==> src/rtl/core/bbg_pkg.sv <==
// ---------------------------------------------------------------------------
// bbg_pkg: shared types and constants for the board bus glue decoder
// Target codes, request kinds, register indexes, address map and reset values.
// ---------------------------------------------------------------------------
package bbg_pkg;

  // Request kind carried in tuser
  typedef enum logic [1:0] {
    KIND_READ  = 2'd0,
    KIND_WRITE = 2'd1,
    KIND_TICK  = 2'd2,
    KIND_NOP   = 2'd3
  } kind_e;

  // Decoded target of a request
  typedef enum logic [4:0] {
    TGT_RAM        = 5'd0,
    TGT_ROM        = 5'd1,
    TGT_METER_RD   = 5'd2,
    TGT_UART       = 5'd3,
    TGT_SWITCH     = 5'd4,
    TGT_OPTOS      = 5'd5,
    TGT_SND_STATUS = 5'd6,
    TGT_HERE       = 5'd7,
    TGT_UNMAPPED   = 5'd8,
    TGT_SND_CHIP   = 5'd9,
    TGT_LAMP       = 5'd10,
    TGT_REEL12     = 5'd11,
    TGT_REEL34     = 5'd12,
    TGT_REEL56     = 5'd13,
    TGT_PLAY       = 5'd14,
    TGT_STOP       = 5'd15,
    TGT_METER_WR   = 5'd16,
    TGT_ALPHA      = 5'd17,
    TGT_KICK       = 5'd18,
    TGT_NONE       = 5'd19
  } target_e;

  // Configuration register indexes
  typedef enum logic [2:0] {
    CFG_DIP_ONE    = 3'd0,
    CFG_DIP_TWO    = 3'd1,
    CFG_IRQ_PERIOD = 3'd2,
    CFG_WD_RELOAD  = 3'd3,
    CFG_WD_DIVIDER = 3'd4
  } cfg_idx_e;

  localparam int unsigned RamBytesDefault = 8192;
  localparam int unsigned CfgDataW        = 12;

  // Address map
  localparam logic [15:0] AddrRamTop    = 16'h2000;
  localparam logic [15:0] AddrRomLow    = 16'h4000;
  localparam logic [15:0] AddrKickLow   = 16'h8000;
  localparam logic [15:0] AddrReel34    = 16'h2000;
  localparam logic [15:0] AddrReel12    = 16'h2200;
  localparam logic [15:0] AddrAlpha     = 16'h2400;
  localparam logic [15:0] AddrMeter     = 16'h2600;
  localparam logic [15:0] AddrMuxOne    = 16'h2a00;
  localparam logic [15:0] AddrLampLo    = 16'h2a01;
  localparam logic [15:0] AddrLampHi    = 16'h2a02;
  localparam logic [15:0] AddrConst     = 16'h2e00;
  localparam logic [15:0] AddrSndChip0  = 16'h3001;
  localparam logic [15:0] AddrSndChip1  = 16'h3201;
  localparam logic [15:0] AddrUart0     = 16'h3406;
  localparam logic [15:0] AddrUart1     = 16'h3407;
  localparam logic [15:0] AddrMuxTwo    = 16'h3408;
  localparam logic [15:0] AddrLampLo2   = 16'h3409;
  localparam logic [15:0] AddrLampHi2   = 16'h340a;
  localparam logic [15:0] AddrPage      = 16'h3600;
  localparam logic [15:0] AddrReel56a   = 16'h3800;
  localparam logic [15:0] AddrSound     = 16'h3801;
  localparam logic [15:0] AddrReel56b   = 16'h3900;

  // Magic bytes and sound command fields
  localparam logic [7:0] MagicReel12    = 8'h46;
  localparam logic [7:0] MagicReel34    = 8'h42;
  localparam logic [1:0] SndCmdTag      = 2'b10;
  localparam logic [5:0] SndStopCode    = 6'h3f;
  localparam logic [7:0] ConstAnswer    = 8'd3;

  // Lamp bank offsets
  localparam logic [7:0] LampBaseLo     = 8'd0;
  localparam logic [7:0] LampBaseLo2    = 8'd8;
  localparam logic [7:0] LampBaseHi     = 8'd128;
  localparam logic [7:0] LampBaseHi2    = 8'd136;

  // Reset values
  localparam logic [1:0]  PageReset     = 2'd3;
  localparam logic [2:0]  LockReset     = 3'b111;
  localparam logic [11:0] IrqPeriodRst  = 12'd2000;
  localparam logic [8:0]  WdReloadRst   = 9'd500;
  localparam logic [9:0]  WdDividerRst  = 10'd1000;

  // Lock bit positions
  localparam int unsigned LockReel12    = 0;
  localparam int unsigned LockReel34    = 1;
  localparam int unsigned LockMeter     = 2;

  // Result tdata layout, lowest bit first
  localparam int unsigned OutTargetLsb  = 0;
  localparam int unsigned OutPhysLsb    = 5;
  localparam int unsigned OutColLsb     = 21;
  localparam int unsigned OutBaseLsb    = 25;
  localparam int unsigned OutFwdLsb     = 33;
  localparam int unsigned OutRdLsb      = 41;
  localparam int unsigned OutSndLsb     = 49;
  localparam int unsigned OutIrqBit     = 55;
  localparam int unsigned OutFirqBit    = 56;
  localparam int unsigned OutRstBit     = 57;
  localparam int unsigned OutDataW      = 64;
  localparam int unsigned InDataW       = 32;

endpackage

==> src/rtl/core/board_bus_glue_decoder.sv <==
// ---------------------------------------------------------------------------
// board_bus_glue_decoder: bus glue of an 8-bit CPU board
// Decodes bus reads and writes into a target and physical address, keeps the
// page and mux latches, reel/meter locks, periodic IRQ and watchdog.
// ---------------------------------------------------------------------------
// Path: an accepted request enters the input register; decode and state update
//   then write its result into the result register.
// Throughput: one request per cycle unless the result side stalls; the state
//   update of one request is a single pass, so the next follows without a gap.
// Reset (rst_ni low): all latches, counters, locks and pipeline valids clear
//   to their power-up values at once; configuration returns to its defaults.
module board_bus_glue_decoder
  import bbg_pkg::*;
#(
  parameter int unsigned RAM_BYTES = RamBytesDefault
) (
  input  logic                 clk_i,
  input  logic                 rst_ni,
  // request stream
  input  logic                 s_axis_tvalid,
  output logic                 s_axis_tready,
  // [15:0] bus_address, [23:16] store_byte, [28:24] cycle_count, [31:29] zero
  input  logic [InDataW-1:0]   s_axis_tdata,
  // [1:0] kind
  input  logic [1:0]           s_axis_tuser,
  // result stream
  output logic                 m_axis_tvalid,
  input  logic                 m_axis_tready,
  // [4:0] target, [20:5] physical_address, [24:21] lamp_column,
  // [32:25] lamp_base, [40:33] forward_data, [48:41] read_data,
  // [54:49] sound_index, [55] irq_level, [56] firq_pulse,
  // [57] reset_request, [63:58] zero
  output logic [OutDataW-1:0]  m_axis_tdata,
  // configuration write port
  input  logic                 cfg_we_i,
  input  logic [2:0]           cfg_index_i,
  input  logic [CfgDataW-1:0]  cfg_data_i
);

  // -------------------------------------------------------------------------
  // Configuration registers
  // -------------------------------------------------------------------------
  logic [7:0]  dip_one_q, dip_two_q;
  logic [11:0] irq_period_q;
  logic [8:0]  wd_reload_q;
  logic [9:0]  wd_div_q;

  always_ff @(posedge clk_i or negedge rst_ni) begin
    if (!rst_ni) begin
      dip_one_q    <= '0;
      dip_two_q    <= '0;
      irq_period_q <= IrqPeriodRst;
      wd_reload_q  <= WdReloadRst;
      wd_div_q     <= WdDividerRst;
    end else if (cfg_we_i) begin
      case (cfg_idx_e'(cfg_index_i))
        CFG_DIP_ONE:    dip_one_q    <= cfg_data_i[7:0];
        CFG_DIP_TWO:    dip_two_q    <= cfg_data_i[7:0];
        CFG_IRQ_PERIOD: irq_period_q <= cfg_data_i[11:0];
        CFG_WD_RELOAD:  wd_reload_q  <= cfg_data_i[8:0];
        CFG_WD_DIVIDER: wd_div_q     <= cfg_data_i[9:0];
        default: ;
      endcase
    end
  end

  // -------------------------------------------------------------------------
  // Input register
  // -------------------------------------------------------------------------
  logic        in_valid_q;
  kind_e       kind_q;
  logic [15:0] addr_q;
  logic [7:0]  wdata_q;
  logic [4:0]  cyc_q;
  logic        out_valid_q;
  logic        advance;

  // stage 1 hands its request to the result register when that one frees up
  assign advance       = in_valid_q && (!out_valid_q || m_axis_tready);
  assign s_axis_tready = !in_valid_q || advance;

  always_ff @(posedge clk_i or negedge rst_ni) begin
    if (!rst_ni) begin
      in_valid_q <= 1'b0;
    end else if (s_axis_tready) begin
      in_valid_q <= s_axis_tvalid;
    end
  end

  always_ff @(posedge clk_i) begin
    if (s_axis_tvalid && s_axis_tready) begin
      kind_q  <= kind_e'(s_axis_tuser);
      addr_q  <= s_axis_tdata[15:0];
      wdata_q <= s_axis_tdata[23:16];
      cyc_q   <= s_axis_tdata[28:24];
    end
  end

  // -------------------------------------------------------------------------
  // Board state (only the latch bits that are ever looked at are kept)
  // -------------------------------------------------------------------------
  logic [1:0]  page_q, page_d;
  logic [3:0]  mux_one_q, mux_one_d;
  logic [3:0]  mux_two_q, mux_two_d;
  logic [2:0]  lock_q, lock_d;
  logic [8:0]  wd_q, wd_d;
  logic [9:0]  tdiv_q, tdiv_d;
  logic [11:0] irq_cnt_q, irq_cnt_d;
  logic        irq_pend_q, irq_pend_d;
  logic        firq_pend_q, firq_pend_d;

  // -------------------------------------------------------------------------
  // RAM index: address modulo RAM_BYTES over the 8 KB RAM window. The
  // compares against each multiple are independent; the last hit wins.
  // -------------------------------------------------------------------------
  logic [15:0] ram_index;

  always_comb begin
    ram_index = {3'd0, addr_q[12:0]};
    for (int k = 1; k < 8; k++) begin
      if ({5'd0, addr_q[12:0]} >= 18'(k * RAM_BYTES)) begin
        ram_index = 16'({5'd0, addr_q[12:0]} - 18'(k * RAM_BYTES));
      end
    end
  end

  // -------------------------------------------------------------------------
  // Decode and state update
  // -------------------------------------------------------------------------
  target_e     tgt;
  logic [15:0] phys;
  logic [3:0]  col;
  logic [7:0]  base;
  logic [7:0]  fwd;
  logic [7:0]  rd;
  logic [5:0]  snd;
  logic        firq_out;
  logic        rst_req;
  logic [9:0]  tdiv_inc;
  logic [12:0] irq_sum;

  always_comb begin
    tgt         = TGT_NONE;
    phys        = '0;
    col         = '0;
    base        = '0;
    fwd         = '0;
    rd          = '0;
    snd         = '0;
    firq_out    = 1'b0;
    rst_req     = 1'b0;
    page_d      = page_q;
    mux_one_d   = mux_one_q;
    mux_two_d   = mux_two_q;
    lock_d      = lock_q;
    wd_d        = wd_q;
    tdiv_d      = tdiv_q;
    irq_cnt_d   = irq_cnt_q;
    irq_pend_d  = irq_pend_q;
    firq_pend_d = firq_pend_q;
    tdiv_inc    = tdiv_q + 10'd1;
    irq_sum     = {1'b0, irq_cnt_q} + {8'd0, cyc_q};

    case (kind_q)
      KIND_READ: begin
        if (addr_q < AddrRamTop) begin
          tgt  = TGT_RAM;
          phys = ram_index;
        end else if (addr_q inside {[16'h6000:16'h7fff]}) begin
          // banked ROM window
          tgt  = TGT_ROM;
          phys = {1'b0, page_q, addr_q[12:0]};
        end else if (addr_q >= AddrRomLow) begin
          tgt  = TGT_ROM;
          phys = addr_q;
        end else begin
          case (addr_q)
            AddrMeter:   tgt = TGT_METER_RD;
            AddrUart0:   tgt = TGT_UART;
            AddrUart1: begin
              tgt  = TGT_UART;
              phys = 16'd1;
            end
            AddrMuxOne: begin
              // rows 7 and 6 answer with the switch banks
              if (mux_one_q[2:0] == 3'd7) begin
                tgt = TGT_HERE;
                rd  = dip_one_q;
              end else if (mux_one_q[2:0] == 3'd6) begin
                tgt = TGT_HERE;
                rd  = dip_two_q;
              end else begin
                tgt  = TGT_SWITCH;
                phys = {13'd0, mux_one_q[2:0]};
              end
            end
            AddrMuxTwo:  tgt = TGT_OPTOS;
            AddrConst: begin
              tgt = TGT_HERE;
              rd  = ConstAnswer;
            end
            AddrSound:   tgt = TGT_SND_STATUS;
            default:     tgt = TGT_UNMAPPED;
          endcase
        end
      end

      KIND_WRITE: begin
        fwd = wdata_q;
        if (addr_q < AddrRamTop) begin
          tgt  = TGT_RAM;
          phys = ram_index;
        end else if (addr_q >= AddrKickLow) begin
          // watchdog kick also acknowledges the IRQ
          tgt        = TGT_KICK;
          irq_pend_d = 1'b0;
          wd_d       = wd_reload_q;
        end else begin
          case (addr_q)
            AddrPage: begin
              tgt    = TGT_HERE;
              page_d = wdata_q[1:0];
            end
            AddrSndChip0: tgt = TGT_SND_CHIP;
            AddrSndChip1: begin
              tgt  = TGT_SND_CHIP;
              phys = 16'd1;
            end
            AddrMuxOne: begin
              tgt       = TGT_HERE;
              mux_one_d = wdata_q[3:0];
            end
            AddrLampLo: begin
              if (mux_one_q[3]) begin
                tgt  = TGT_LAMP;
                col  = {mux_one_q[2:0], 1'b0};
                base = LampBaseLo;
              end
            end
            AddrLampHi: begin
              if (mux_one_q[3]) begin
                tgt  = TGT_LAMP;
                col  = {mux_two_q[2:0], 1'b0};
                base = LampBaseHi;
              end
            end
            AddrUart0:    tgt = TGT_UART;
            AddrUart1: begin
              tgt  = TGT_UART;
              phys = 16'd1;
            end
            AddrMuxTwo: begin
              tgt       = TGT_HERE;
              mux_two_d = wdata_q[3:0];
            end
            AddrLampLo2: begin
              if (mux_two_q[3]) begin
                tgt  = TGT_LAMP;
                col  = {mux_one_q[2:0], 1'b0};
                base = LampBaseLo2;
              end
            end
            AddrLampHi2: begin
              if (mux_two_q[3]) begin
                tgt  = TGT_LAMP;
                col  = {mux_two_q[2:0], 1'b0};
                base = LampBaseHi2;
              end
            end
            AddrReel12: begin
              if (lock_q[LockReel12]) begin
                tgt = TGT_HERE;
                if (wdata_q == MagicReel12) lock_d[LockReel12] = 1'b0;
              end else begin
                tgt = TGT_REEL12;
              end
            end
            AddrReel34: begin
              if (lock_q[LockReel34]) begin
                tgt = TGT_HERE;
                if (wdata_q == MagicReel34) lock_d[LockReel34] = 1'b0;
              end else begin
                tgt = TGT_REEL34;
              end
            end
            AddrReel56a, AddrReel56b: tgt = TGT_REEL56;
            AddrSound: begin
              if (wdata_q[7:6] == SndCmdTag) begin
                if (wdata_q[5:0] == SndStopCode) begin
                  tgt = TGT_STOP;
                end else begin
                  tgt = TGT_PLAY;
                  snd = wdata_q[5:0];
                end
              end
            end
            AddrMeter: begin
              // first meter write only opens the lock
              if (lock_q[LockMeter]) begin
                tgt               = TGT_HERE;
                lock_d[LockMeter] = 1'b0;
              end else begin
                tgt = TGT_METER_WR;
                if (wdata_q != 8'd0) firq_pend_d = 1'b1;
              end
            end
            AddrAlpha:    tgt = TGT_ALPHA;
            default:      tgt = TGT_UNMAPPED;
          endcase
        end
      end

      KIND_TICK: begin
        // watchdog prescaler
        if (tdiv_inc >= wd_div_q) begin
          tdiv_d = '0;
          if (wd_q != 9'd0) begin
            wd_d = wd_q - 9'd1;
            if (wd_q == 9'd1) rst_req = 1'b1;
          end
        end else begin
          tdiv_d = tdiv_inc;
        end

        if (rst_req) begin
          // board reset: state back to power-up, tick cycles dropped
          page_d      = PageReset;
          mux_one_d   = '0;
          mux_two_d   = '0;
          lock_d      = LockReset;
          wd_d        = '0;
          tdiv_d      = '0;
          irq_cnt_d   = '0;
          irq_pend_d  = 1'b0;
          firq_pend_d = 1'b0;
        end else begin
          if (irq_sum >= {1'b0, irq_period_q}) begin
            irq_sum    = irq_sum - {1'b0, irq_period_q};
            irq_pend_d = 1'b1;
          end
          irq_cnt_d = irq_sum[11:0];
          if (firq_pend_q) begin
            firq_out    = 1'b1;
            firq_pend_d = 1'b0;
          end
        end
      end

      default: ;
    endcase
  end

  always_ff @(posedge clk_i or negedge rst_ni) begin
    if (!rst_ni) begin
      page_q      <= PageReset;
      mux_one_q   <= '0;
      mux_two_q   <= '0;
      lock_q      <= LockReset;
      wd_q        <= '0;
      tdiv_q      <= '0;
      irq_cnt_q   <= '0;
      irq_pend_q  <= 1'b0;
      firq_pend_q <= 1'b0;
    end else if (advance) begin
      page_q      <= page_d;
      mux_one_q   <= mux_one_d;
      mux_two_q   <= mux_two_d;
      lock_q      <= lock_d;
      wd_q        <= wd_d;
      tdiv_q      <= tdiv_d;
      irq_cnt_q   <= irq_cnt_d;
      irq_pend_q  <= irq_pend_d;
      firq_pend_q <= firq_pend_d;
    end
  end

  // -------------------------------------------------------------------------
  // Result register
  // -------------------------------------------------------------------------
  logic [OutDataW-1:0] out_data_q;

  always_ff @(posedge clk_i or negedge rst_ni) begin
    if (!rst_ni) begin
      out_valid_q <= 1'b0;
    end else if (advance) begin
      out_valid_q <= 1'b1;
    end else if (m_axis_tready) begin
      out_valid_q <= 1'b0;
    end
  end

  always_ff @(posedge clk_i) begin
    if (advance) begin
      out_data_q <= {6'd0, rst_req, firq_out, irq_pend_d, snd, rd, fwd, base, col, phys,
                     tgt};
    end
  end

  assign m_axis_tvalid = out_valid_q;
  assign m_axis_tdata  = out_data_q;

  // -------------------------------------------------------------------------
  // Assertions
  // -------------------------------------------------------------------------
  // a request parked in stage 1 is never dropped while the result side stalls
  a_stage1_hold: assert property (@(posedge clk_i) disable iff (!rst_ni)
    in_valid_q && !advance |=> in_valid_q)
    else $error("stage 1 request lost during stall");

  // a watchdog reset puts the locks and the watchdog back to power-up
  a_wd_reset_state: assert property (@(posedge clk_i) disable iff (!rst_ni)
    advance && rst_req |=> lock_q == LockReset && wd_q == 9'd0 && !irq_pend_q)
    else $error("watchdog reset left stale state");

  // a reset result never carries an interrupt
  a_reset_quiet: assert property (@(posedge clk_i) disable iff (!rst_ni)
    m_axis_tvalid && m_axis_tdata[OutRstBit] |->
      !m_axis_tdata[OutFirqBit] && !m_axis_tdata[OutIrqBit])
    else $error("interrupt reported with watchdog reset");

endmodule
==> config.mk <==
export PLATFORM = sky130hd
export DESIGN_NAME = board_bus_glue_decoder
export DESIGN_NICKNAME = d
export VERILOG_FILES = /design/src/rtl/core/bbg_pkg.sv /design/src/rtl/core/board_bus_glue_decoder.sv
export SDC_FILE = /design/constraint.sdc
export NUM_CORES = 1
export LEC_CHECK = 0
export ABC_AREA = 1
export BUFFER_PORTS_ARGS = -buffer_cell sky130_fd_sc_hd__buf_4
export CORE_ASPECT_RATIO = 0.6
export CORE_MARGIN = 4
export CORE_UTILIZATION = 64
export CTS_CLUSTER_DIAMETER = 100
export DETAILED_ROUTE_END_ITERATION = 6
export PLACE_DENSITY = 0.87
export SLEW_MARGIN = 10
export SYNTH_ARGS = -nofsm -noshare
export SYNTH_HDL_FRONTEND = slang
export SYNTH_SLANG_ARGS = --single-unit
==> constraint.sdc <==
create_clock -name clk_i -period 7.56 [get_ports clk_i]
set_input_delay 1.512 -clock clk_i [delete_from_list [all_inputs] [get_ports clk_i]]
set_output_delay 1.512 -clock clk_i [all_outputs]
set_load 0.005 [all_outputs]
==> flow_metrics.env <==
export IMPL_ys_ff_latch=177
export IMPL_timing_final_crit_share=0.521
export IMPL_synthFlopType="edfxtp_1"
export IMPL_synth_edf_count=82
export IMPL_grt_max_degree=59
export IMPL_timing_final_ws_setup_ns=3.62
export IMPL_run_status="finished clean"
export IMPL_total_power_mw=3.53
export IMPL_cts_setup_buffers=0
export IMPL_firstDrtPassIters=7
export IMPL_start_kind="flop"
export IMPL_crit_path_max_fanout=14
export IMPL_rr_startpoint="irq_cnt_q[0]"
export IMPL_multi_input_area_um2=4330
export IMPL_final_setup_skew_ns=0.0130
export IMPL_critical_path_class="reg -> reg"
export IMPL_post_route_min_period_ns=3.94
export IMPL_critPathRequiredTime_ns=7.86
export IMPL_layout_common_cells="344 x nand2_1, 173 x inv_1, 124 x nor2_1, 107 x buf_4, 91 x nand3_1"
export IMPL_cts_buffer_depth=2
export IMPL_drc_errors=0
export IMPL_critPathMaxStageDelay_ns=0.42
export IMPL_wirelength_um=27600
export IMPL_r2r_cells=20
export IMPL_grt_usage=0.314
export IMPL_die_h_um=105
export IMPL_ctsHtreeMaxLevel=4
export IMPL_hp_start="irq_period_q[10]"
export IMPL_num_nets_final=1420
export IMPL_finalNonFillerCells=1547
export IMPL_final_hold_viol_count=0
export IMPL_setup_viol=0
export IMPL_max_freq_mhz=254
export IMPL_rows=35
export IMPL_io_buffers=103
export IMPL_drt_wirelength_per_cell_um=17.9
export IMPL_slew_violations=0
export IMPL_worstMarginPinSlew_ns=1.12
export IMPL_relSlewSlack=0.250
export IMPL_grt_overflow=0
export IMPL_synthToLayoutAreaGrowth_pct=14.9
export IMPL_pin_count=120
export IMPL_clkSlewWorstSetupHoldPaths_ns=0.07
export IMPL_seq_area_frac_synth=0.486
export IMPL_grt_pass1_wl_um=43500
export IMPL_drt_iter0_drc=1264
export IMPL_grt_pass1_vias=8038
export IMPL_cts_root_buf="clkbuf_16"
export IMPL_total_leakage_power_nw=5.65
export IMPL_max_cap_viol_count=0
export IMPL_min_path_type="reg -> reg"
export IMPL_netlist_instances=1227
export IMPL_syn_area_um2=10000
export IMPL_ir_worst_vdd_mv=0.171
export IMPL_cts_resized=0
export IMPL_core_area_um2=15300
export IMPL_synthesis_area_per_instance_um2=8.16
export IMPL_ant_nets=0
export IMPL_layout_drive_gt1_share=0.150
export IMPL_dp_cells=1515
export IMPL_place_hpwl_um=20700
export IMPL_die_x_um=169
export IMPL_rsz0062_at_grt="false"
export IMPL_min_path_cells=2
export IMPL_crit_path_end_kind="flop"
export IMPL_mostFrequentLayoutCell="nand2_1"
export IMPL_hold_slack_ns=0.480
export IMPL_preCtsSetupSlack_ns=3.69
export IMPL_diodes=0
export IMPL_via_per_inst=5.71
export IMPL_power_density_nw_per_um2=307
export IMPL_cts_tree="built"
export IMPL_async_flop_share=0.537
export IMPL_holdBufCountCts=0
export IMPL_r2r_end="irq_cnt_q[2]"
export IMPL_vias=8832
export IMPL_yosys_warnings=0
export IMPL_nFillCells=1154
export IMPL_timing_hold_worst_endpoint="irq_period_q[10]"
export IMPL_worst_r2r_setup_slack_ns=3.62
export IMPL_cpMostUsedCell="nand2_1"
export IMPL_gp_congestion=1.05
export IMPL_yosysUniqueCellTypes=50
export IMPL_start_util=0.653
export IMPL_die_area_um2=17800
export IMPL_clk_insertion_delay_late_ns=0.43
export IMPL_regArea_um2=4870
export IMPL_tns_ns=0
export IMPL_slowest_stage="fa_1"
export IMPL_antenna_found_initial=0
export IMPL_numCtsBuffers=17
export IMPL_clock_sinks=177
export IMPL_cp_arrival_ns=4.24
export IMPL_cp_cell_sequence="ha_1 > fa_1 > nand3_1 > nand3_1 > nand3_1 > nand2_1 > xor2_1 > inv_1 > ha_1 > nand2_1 > nor2_1 > nand3_1 > nand3_1 > nand2_1 > nand2_1 > nand2_1 > nand2_1 > nand2_1 > nand3_1 > nand2_1"
## per-layer routing
metal | vias up | wire length (um) | global-route usage
met3 | 22 | 3800 | 0.115
li1 | 4178 | - | -
met2 | 525 | 10800 | 0.407
met4 | 0 | 198 | 0.0528
met5 | - | 0 | 0
met1 | 4107 | 12800 | 0.505
## through the flow
step	util	cell area (um^2)
after detailed placement	0.713	10900
after global placement	0.713	10900
after CTS	0.751	11500
after floorplan	-	10100
after global routing	0.751	11500
final	0.751	11500
## synth_stat cells (2+ instances only)
cell type	n	area (um^2)
a21o_1	2	15.0
a21oi_1	22	110
a22o_1	2	17.5
a22oi_1	8	60.1
buf_2	5	25.0
buf_4	14	105
buf_6	2	22.5
clkbuf_1	12	45.0
dfrtp_1	72	1800
dfstp_2	23	604
edfxtp_1	82	2460
fa_1	2	40.0
ha_1	33	413
inv_1	173	649
inv_2	5	18.8
nand2_1	344	1290
nand2_2	4	25.0
nand2_4	3	33.8
nand3_1	91	455
nand3_4	3	52.6
nand3b_1	5	37.5
nand4_1	27	169
nor2_1	124	465
nor2_2	12	75.1
nor2_4	6	67.6
nor3_1	8	40.0
o211ai_1	3	22.5
o21ai_0	73	365
o21ai_1	17	85.1
o21bai_1	2	15.0
o22ai_1	5	31.3
xnor2_1	5	43.8
xor2_1	21	184
## final cells by class
| type | count | share of cell area |
|---|---|---|
| clock buffer | 21 | 0.0401 |
| multi-input combinational | 850 | 0.376 |
| tap | 203 | 0.0221 |
| inverter | 178 | 0.0581 |
| timing repair buffer | 107 | 0.0698 |
| sequential | 177 | 0.423 |
| clock inverter | 11 | 0.0103 |
## registers in the layout (all words and copies together), names as in the netlist
signal	count
addr_q	16
cyc_q	5
dip_one_q	8
dip_two_q	8
firq_pend_q	1
in_valid_q	1
irq_cnt_q	12
irq_pend_q	1
irq_period_q	12
kind_q	2
lock_q	3
m_axis_tdata	51
m_axis_tvalid	1
mux_one_q	4
mux_two_q	4
page_q	2
tdiv_q	10
wd_div_q	10
wd_q	9
wd_reload_q	9
wdata_q	8
## critical path, delay by kind of cell, from the launching register on
kind	cells	cell delay [ns]
buffers and inverters	1	0.12
XOR/XNOR	1	0.26
flip-flops	1	0.40
AND/OR/NAND/NOR	15	1.97
adder cells (fa/ha/maj)	3	1.04
## worst max path at each step
stage	start	to
detailed placement	m_axis_tready	tdiv_q[0]
global route	irq_cnt_q[0]	irq_cnt_q[3]
floorplan	m_axis_tready	tdiv_q[9]
global placement	m_axis_tready	tdiv_q[3]
finish	irq_cnt_q[0]	irq_cnt_q[2]
CTS	irq_cnt_q[0]	irq_cnt_q[2]
## kinds of logic after synthesis
family          count (synthesis)  share of synthesized area
compound gates                144                     0.0830
buf+inv                       212                     0.0868
simple gates                  631                      0.275
mux                             1                    0.00100
flops                         177                      0.486
fa+ha+maj                      35                     0.0452
other cells                     1                   0.000374
xor+xnor                       26                     0.0227
## report_power, final
group,internal (mW),leakage (nW),switching [mW]
registers,1.22,1.96,0.152
clock network,0.484,0.286,0.400
logic,0.465,3.40,0.810
No activity file was read; power rests on OpenSTA's default activity.
